<file path="src/mslt_pkg.sv">
`timescale 1ns / 1ps
package mslt_pkg;

	localparam logic [2:0] REQ_CREATE = 3'd0;
	localparam logic [2:0] REQ_APPEND = 3'd1;
	localparam logic [2:0] REQ_DROP   = 3'd2;
	localparam logic [2:0] REQ_DELETE = 3'd3;
	localparam logic [2:0] REQ_READ   = 3'd4;
	localparam logic [2:0] REQ_SORTED = 3'd5;
	localparam logic [2:0] REQ_COUNT  = 3'd6;
	localparam logic [2:0] REQ_RESIZE = 3'd7;

	localparam logic [3:0] ST_OK           = 4'd0;
	localparam logic [3:0] ST_EXISTS       = 4'd1;
	localparam logic [3:0] ST_BAD_SLOT     = 4'd2;
	localparam logic [3:0] ST_NO_MEM       = 4'd3;
	localparam logic [3:0] ST_BAD_SIZE     = 4'd4;
	localparam logic [3:0] ST_FULL         = 4'd5;
	localparam logic [3:0] ST_NO_SLOT      = 4'd6;
	localparam logic [3:0] ST_EMPTY        = 4'd7;
	localparam logic [3:0] ST_NOT_FOUND    = 4'd8;
	localparam logic [3:0] ST_BAD_NEW_SIZE = 4'd9;

	typedef struct packed {
		logic [2:0]         req_type;
		logic [3:0]         slot_number;
		logic signed [15:0] size_or_delta;
		logic signed [31:0] value;
	} req_t;

	typedef struct packed {
		logic [3:0]         status;
		logic signed [31:0] data_word;
		logic [4:0]         fill_count;
		logic               last_result;
	} rsp_t;

	typedef enum logic [3:0] {
		CMD_NOP,
		CMD_LOAD,
		CMD_SINGLE,
		CMD_READ,
		CMD_READ_NEXT,
		CMD_CMP,
		CMD_SHIFT,
		CMD_DEL_DONE,
		CMD_NOT_FOUND,
		CMD_EMIT_SEQ,
		CMD_SORT_CMP,
		CMD_SORT_EMIT
	} dp_cmd_t;

	typedef struct packed {
		logic [2:0] req_type;
		logic       multi;
		logic       i_end;
		logic       i_next_end;
		logic       found;
		logic       k_end;
		logic       out_free;
	} dp_stat_t;

endpackage

</file>
<file path="src/mslt_ctrl.sv">
`timescale 1ns / 1ps
module mslt_ctrl
	import mslt_pkg::*;
(
	input  logic     clk,
	input  logic     arst_n,
	input  logic     req_valid,
	output logic     req_stall,
	input  dp_stat_t stat,
	output dp_cmd_t  cmd
);

	typedef enum logic [3:0] {
		S_IDLE, S_LOOK, S_D_RD, S_D_CMP, S_S_RD, S_S_WR,
		S_R_RD, S_R_EMIT, S_Q_RD, S_Q_CMP, S_Q_EMIT
	} state_t;

	state_t state_q, state_d;

	always_comb begin
		cmd = CMD_NOP;
		state_d = state_q;
		case (state_q)
			S_IDLE: begin
				if (req_valid) begin
					cmd = CMD_LOAD;
					state_d = S_LOOK;
				end
			end
			S_LOOK: begin
				if (!stat.multi) begin
					if (stat.out_free) begin
						cmd = CMD_SINGLE;
						state_d = S_IDLE;
					end
				end else if (stat.req_type == REQ_DELETE) begin
					state_d = S_D_RD;
				end else if (stat.req_type == REQ_READ) begin
					state_d = S_R_RD;
				end else begin
					state_d = S_Q_RD;
				end
			end
			S_D_RD: begin
				if (stat.i_end) begin
					if (stat.out_free) begin
						cmd = CMD_NOT_FOUND;
						state_d = S_IDLE;
					end
				end else begin
					cmd = CMD_READ;
					state_d = S_D_CMP;
				end
			end
			S_D_CMP: begin
				cmd = CMD_CMP;
				state_d = stat.found ? S_S_RD : S_D_RD;
			end
			S_S_RD: begin
				if (stat.i_next_end) begin
					if (stat.out_free) begin
						cmd = CMD_DEL_DONE;
						state_d = S_IDLE;
					end
				end else begin
					cmd = CMD_READ_NEXT;
					state_d = S_S_WR;
				end
			end
			S_S_WR: begin
				cmd = CMD_SHIFT;
				state_d = S_S_RD;
			end
			S_R_RD: begin
				cmd = CMD_READ;
				state_d = S_R_EMIT;
			end
			S_R_EMIT: begin
				if (stat.out_free) begin
					cmd = CMD_EMIT_SEQ;
					state_d = stat.i_next_end ? S_IDLE : S_R_RD;
				end
			end
			S_Q_RD: begin
				if (stat.i_end) begin
					state_d = S_Q_EMIT;
				end else begin
					cmd = CMD_READ;
					state_d = S_Q_CMP;
				end
			end
			S_Q_CMP: begin
				cmd = CMD_SORT_CMP;
				state_d = S_Q_RD;
			end
			S_Q_EMIT: begin
				if (stat.out_free) begin
					cmd = CMD_SORT_EMIT;
					state_d = stat.k_end ? S_IDLE : S_Q_RD;
				end
			end
			default: begin
				state_d = S_IDLE;
			end
		endcase
	end

	always_ff @(posedge clk or negedge arst_n) begin
		if (!arst_n) begin
			state_q <= S_IDLE;
		end else begin
			state_q <= state_d;
		end
	end

	assign req_stall = (state_q != S_IDLE);

	a_load_only_idle: assert property (@(posedge clk) disable iff (!arst_n)
		cmd == CMD_LOAD |=> state_q == S_LOOK)
		else $error("load did not enter lookup");
	a_cmp_after_read: assert property (@(posedge clk) disable iff (!arst_n)
		cmd == CMD_CMP |-> $past(cmd) == CMD_READ)
		else $error("compare without read");
	a_shift_after_read: assert property (@(posedge clk) disable iff (!arst_n)
		cmd == CMD_SHIFT |-> $past(cmd) == CMD_READ_NEXT)
		else $error("shift without read");

endmodule

</file>
<file path="config.mk">
export PLATFORM = sky130hd
export DESIGN_NAME = mslt_ctrl
export DESIGN_NICKNAME = d
export VERILOG_FILES = /design/src/mslt_pkg.sv /design/src/mslt_ctrl.sv
export SDC_FILE = /design/constraint.sdc
export NUM_CORES = 1
export LEC_CHECK = 0
export ABC_AREA = 1
export BUFFER_PORTS_ARGS = -buffer_cell sky130_fd_sc_hd__buf_4
export CAP_MARGIN = 5
export CORE_AREA = 4 4 41 43
export CTS_CLUSTER_DIAMETER = 80
export DETAILED_ROUTE_END_ITERATION = 7
export DIE_AREA = 0 0 45 47
export GPL_ROUTABILITY_DRIVEN = 0
export HOLD_SLACK_MARGIN = 0.08
export PLACE_DENSITY = 0.65
export RECOVER_POWER = 100
export SLEW_MARGIN = 20
export SYNTH_ARGS = -nofsm -noshare
export SYNTH_HDL_FRONTEND = slang
export SYNTH_SLANG_ARGS = --single-unit
export TNS_END_PERCENT = 1
</file>
<file path="constraint.sdc">
create_clock -name clk -period 1.7 [get_ports clk]
set_input_delay 0 -clock clk [delete_from_list [all_inputs] [get_ports clk]]
set_output_delay 0 -clock clk [all_outputs]
set_load 0.02 [all_outputs]
</file>
After elaboration in Yosys (flattened, before gate mapping)

Index checks and enable logic that the tools add are counted.

Equality and inequality tests: 15
Mux-type cells: 25
Reductions and logical operators: 3

Operators with widths:

| operator           | count |
|---|---|
| $pmux 4 s11        | 2 |
| $mux 4             | 15 |
| $eq 4x3->1 const B | 4 |
| $eq 4x4->1 const B | 3 |
| $mux 3             | 3 |
| $eq 4x2->1 const B | 2 |
| $mux 2             | 4 |
| $ne 2x2->1 const B | 3 |
| $eq 4x1->1 const B | 1 |
| $logic_not 4->1    | 1 |
| $reduce_bool 4->1  | 1 |
| $eq 3x2->1 const B | 1 |
| $eq 3x3->1 const B | 1 |
| $reduce_and 3->1   | 1 |
| $mux 1             | 1 |

Flip-flop bits (word level): 4
Bits of input ports: 12
Word-level logic and storage cells: 44

Logic depth before layout (Yosys ltp)

Depth after elaboration: 5
Mapped depth: 9
Depth with buffers taken out: 8

Least setup slack after synthesis

No wires, ideal clock.

Kind: reg-to-reg
Start: register state_q[0]
End: register state_q[3]
Library setup time: 0.120 ns
Arrival time: 1.164 ns
Data required time: 1.580 ns
Setup slack: 0.416 ns
Cell stages (with the launch flop): 8
Path through: dfrtp_1 > buf_2 > nor2_1 > nand2_2 > nor2_1 > nor2_2 > nand2_1 > o21ai_2

Longest elaborated chain between the ends: 3
Elaborated cells on any way between the ends: 16
Classes of those cells: 13 x eq/ne; 1 x mux; 2 x reduce/logical

RTL lines:

| element                                  | line             | source |
|---|---|---|
| start: declaration                       | mslt_ctrl.sv:18  | `state_t state_q, state_d;` |
| start signal: assignment                 | mslt_ctrl.sv:112 | `state_q <= state_d;` |
| $eq 4x3->1, or another cell as far along | mslt_ctrl.sv:23  | `case (state_q)` |
| $ne 2x2->1 (no source line)              | --               |  |
| $reduce_and 3->1 (no source line)        | --               |  |

Parallel ways exist; a longest one is shown, timed or not.
A chain may end at the register's enable or synchronous reset.

Final worst setup path

Start: register state_q[0]
End: output cmd[3]

Longest elaborated chain between the ends: 2
Elaborated cells on any way between the ends: 12
Classes of those cells: 10 x eq/ne; 1 x mux; 1 x reduce/logical

RTL lines:

| element                                  | line            | source |
|---|---|---|
| $eq 4x4->1, or another cell as far along | mslt_ctrl.sv:23 |  |
| $pmux 4 s11 *                            | mslt_ctrl.sv:23 |  |
| end: declaration                         | mslt_ctrl.sv:10 | `output dp_cmd_t cmd` |

Mark *: on every way between the ends. The rest lies on a longest branch, timed or not.

==> run_summary.xml <==
<?xml version="1.0" encoding="UTF-8"?>
<metrics>
  <group name="status">
    <metric name="run_status" unit="">complete, no violations</metric>
  </group>
  <group name="grt">
    <metric name="grt_first_pass_wirelength" unit="um">2680</metric>
    <metric name="pin_count_of_the_biggest_net_entering_global_routing" unit="">11</metric>
    <metric name="grt_overflow_total" unit="">0</metric>
    <metric name="antenna_found_initial" unit="">0</metric>
    <metric name="first_global_vias" unit="">663</metric>
    <metric name="globalRouteTotalUtil" unit="">0.174</metric>
  </group>
  <group name="sta">
    <metric name="fin_setup_tns" unit="ns">0</metric>
    <metric name="setup_viol_count_final" unit="">0</metric>
    <metric name="slew_at_the_pin_closest_to_its_max_slew_limit" unit="ns">0.290</metric>
    <metric name="timing.final.max_slew_violations" unit="">0</metric>
    <metric name="share_of_the_clock_period_used_by_the_worst_path_after_layout" unit="">0.941</metric>
    <metric name="finalHoldWorstSlack" unit="ns">0.128</metric>
    <metric name="post-route-worst-setup-slack" unit="ns">0.0998</metric>
    <metric name="rsz0062_at_grt" unit="">false</metric>
    <metric name="fin_worst_skew" unit="ns">0.000262</metric>
    <metric name="finalWorstPathRequiredPeriod" unit="ns">1.60</metric>
    <metric name="clock.fmax" unit="GHz">0.625</metric>
    <metric name="report.final.hold_viol_count" unit="">0</metric>
    <metric name="relative_slew_slack" unit="">0.807</metric>
  </group>
  <group name="routing">
    <metric name="initialDrtViolationCount" unit="">29</metric>
    <metric name="routed_wl" unit="um">1670</metric>
    <metric name="detailed_route_vias_per_instance" unit="">5.30</metric>
    <metric name="antenna_violating_nets_post_route" unit="">0</metric>
    <metric name="remaining_drc_errors" unit="">0</metric>
    <metric name="routed-via-count" unit="">763</metric>
    <metric name="drt_pre_antenna_iters" unit="">4</metric>
    <metric name="wl_per_cell" unit="um">11.6</metric>
  </group>
  <group name="placement">
    <metric name="port-buffer-count" unit="">16</metric>
    <metric name="place.detailed.hpwl" unit="um">1370</metric>
    <metric name="dp_slack" unit="ns">0.247</metric>
  </group>
  <group name="final_layout">
    <metric name="drive_gt1_frac" unit="">0.248</metric>
    <metric name="leading_cell_type_in_the_layout_fill_and_taps_excluded" unit="">sky130_fd_sc_hd__nand2_1</metric>
    <metric name="largest_reg_flops" unit="">4</metric>
    <metric name="antenna_cells_inserted" unit="">0</metric>
    <metric name="reg.largest.list" unit="">state_q x4</metric>
    <metric name="final_core_util" unit="">0.578</metric>
    <metric name="fin_nets" unit="">143</metric>
    <metric name="largest_register_by_flop_count" unit="">state_q</metric>
    <metric name="area_delta_synth_final" unit="%">31.2</metric>
    <metric name="layout_common_cells" unit="">36 x sky130_fd_sc_hd__nand2_1, 17 x sky130_fd_sc_hd__nor2_1, 14 x sky130_fd_sc_hd__buf_4</metric>
  </group>
  <group name="synthesis">
    <metric name="synth_cells" unit="">109</metric>
    <metric name="post_synth_instance_area" unit="um^2">573</metric>
    <metric name="number_of_synthesized_register_bits" unit="">4</metric>
    <metric name="synth.net_count" unit="">121</metric>
    <metric name="yosysWarnings" unit="">0</metric>
    <metric name="synth.yosys.seq_area_share" unit="">0.175</metric>
    <metric name="synth.lib_cells_used.distinct" unit="">20</metric>
    <metric name="postSynthAreaPerCell" unit="um^2">5.26</metric>
  </group>
  <group name="critical_path">
    <metric name="critical_path.startpoint_type" unit="">register</metric>
    <metric name="worstRegToRegCells" unit="">7</metric>
    <metric name="reg2reg_from" unit="">state_q[2]</metric>
    <metric name="timing.critical_path.fanout_max" unit="">8</metric>
    <metric name="regToRegEndpoint" unit="">state_q[0]</metric>
    <metric name="critPathCaptureType" unit="">output pin</metric>
    <metric name="critical_path_arrival" unit="ns">1.60</metric>
    <metric name="ff2ff_setup_slack" unit="ns">0.33</metric>
    <metric name="critical_path_class" unit="">register to output pin</metric>
    <metric name="source_of_the_critical_timing_path" unit="">state_q[0]</metric>
    <metric name="worst-endpoint-required" unit="ns">1.70</metric>
  </group>
  <group name="pwr">
    <metric name="net-switching-power" unit="W">0.000567</metric>
    <metric name="sequentialPowerShare" unit="">0.194</metric>
    <metric name="power_frac_comb" unit="">0.691</metric>
    <metric name="cellLeakagePower" unit="nW">0.421</metric>
    <metric name="cellPowerDensity" unit="nW/um^2">1380</metric>
    <metric name="max-vdd-ir-drop" unit="mV">0.642</metric>
    <metric name="clkPwrFrac" unit="">0.115</metric>
    <metric name="intPower" unit="W">0.000472</metric>
    <metric name="p_sw_frac" unit="">0.545</metric>
  </group>
  <group name="cts">
    <metric name="clk-insertion-delay-late" unit="ns">0.24</metric>
    <metric name="buffer_cell_driving_the_clock_tree_root" unit="">sky130_fd_sc_hd__clkbuf_4</metric>
    <metric name="numClockSinks" unit="">4</metric>
    <metric name="tritoncts_clock_tree" unit="">done</metric>
    <metric name="tritoncts.num_buffers" unit="">3</metric>
    <metric name="clk_pin_slew_worst_paths" unit="ns">0.04</metric>
    <metric name="ctsHtreeMaxLevel" unit="">1</metric>
    <metric name="cts_buffer_depth" unit="">2</metric>
  </group>
  <group name="floorplanning">
    <metric name="num_io_pins" unit="">17</metric>
    <metric name="floorplan.rows" unit="">13</metric>
    <metric name="core_area" unit="um^2">1300</metric>
    <metric name="area_of_the_die" unit="um^2">2120</metric>
    <metric name="die_w" unit="um">45</metric>
    <metric name="initial_core_util" unit="">0.440</metric>
    <metric name="die_h" unit="um">47</metric>
  </group>
  <group name="flow_run">
    <metric name="maxCapViolCount" unit="">0</metric>
  </group>
  <group name="hold_path">
    <metric name="worst_hold_path_type" unit="">primary input to asynchronous set/reset pin</metric>
  </group>
</metrics>
## worst max-delay path by stage
stage / cells after the start / slack (ns) / endpoint
5_1_grt: 7 / 0.005 / cmd[1]
6_report: 6 / 0.1 / cmd[3]
3_5_place_dp: 7 / 0.25 / state_q[0]
2_1_floorplan: 7 / 0.42 / state_q[3]
3_3_place_gp: 7 / 0.23 / state_q[0]
4_1_cts: 6 / 0.04 / cmd[0]
## kinds of logic (layout without fill, tap and decap cells)
kind of cell | count (synthesis) | count (layout) | synth area share
AND/OR/NAND/NOR | 76 | 76 | 0.587
buffers and inverters | 15 | 35 | 0.100
AO/OA/AOI/OAI | 14 | 14 | 0.138
flip-flops | 4 | 4 | 0.175
## power groups by stage
stage	Combinational [W]	Clock, W	Sequential, W
2_1_floorplan	0.000520	0	0.000164
3_3_place_gp	0.000723	0	0.000193
3_5_place_dp	0.000715	0	0.000192
4_1_cts	0.000723	0.000119	0.000192
5_1_grt	0.000792	0.000125	0.000211
6_report	0.000718	0.000120	0.000201
## cell usage after synthesis
library cell,number,area [um^2]
sky130_fd_sc_hd__buf_2,1,5.00
sky130_fd_sc_hd__nor2_2,2,12.5
sky130_fd_sc_hd__o21ai_0,2,10.0
sky130_fd_sc_hd__a21oi_2,1,8.76
sky130_fd_sc_hd__nand4_1,1,6.26
sky130_fd_sc_hd__nand2_1,36,135
sky130_fd_sc_hd__clkinv_1,1,3.75
sky130_fd_sc_hd__a21oi_1,6,30.0
sky130_fd_sc_hd__o21ai_1,3,15.0
sky130_fd_sc_hd__nand2_2,2,12.5
sky130_fd_sc_hd__a31oi_1,1,6.26
sky130_fd_sc_hd__inv_1,8,30.0
sky130_fd_sc_hd__nand3_1,10,50.1
sky130_fd_sc_hd__inv_2,5,18.8
sky130_fd_sc_hd__nand3b_1,2,15.0
sky130_fd_sc_hd__dfrtp_1,4,100
sky130_fd_sc_hd__nor2_1,18,67.6
sky130_fd_sc_hd__o21ai_2,1,8.76
sky130_fd_sc_hd__nor3_1,3,15.0
sky130_fd_sc_hd__nor2_4,2,22.5
## timing repair
item,in CTS,in global routing
endpoints found under the setup margin,0,2
endpoints found under the hold margin,5,0
hold buffers,2,0
buffers inserted,0,0
gates resized for setup,0,3
## worst max-delay path, cell delays in order, from the launching register on
cell                      delay (ns)
sky130_fd_sc_hd__dfrtp_1        0.46
sky130_fd_sc_hd__nor2_1         0.22
sky130_fd_sc_hd__nand2_1        0.14
sky130_fd_sc_hd__o21ai_1        0.24
sky130_fd_sc_hd__nor2_1         0.08
sky130_fd_sc_hd__o21ai_1        0.08
sky130_fd_sc_hd__buf_4          0.15
## layout make-up
cell class,count,area [um^2]
Fill cell,138,549
Clock buffer,3,22.5
Timing Repair Buffer,18,134
Sequential cell,4,101
Multi-Input combinational cell,90,423
Tap cell,15,18.8
Inverter,14,52.6
## layer usage
layer	vias up	GRT usage	wire (um)
li1	392	-	-
met1	328	0.232	765
met2	39	0.282	758
met3	4	0.0268	120
met4	0	0.0702	28
met5	-	0	0
## stage by stage
stage	std cells	cell area, um^2	total power [W]
floorplan	109	573	0.000684
global placement	139	707	0.000916
detailed placement	139	707	0.000907
CTS	144	749	0.00103
global route	144	752	0.00113
finish	144	752	0.00104
Power figures use the tool's default switching activity.
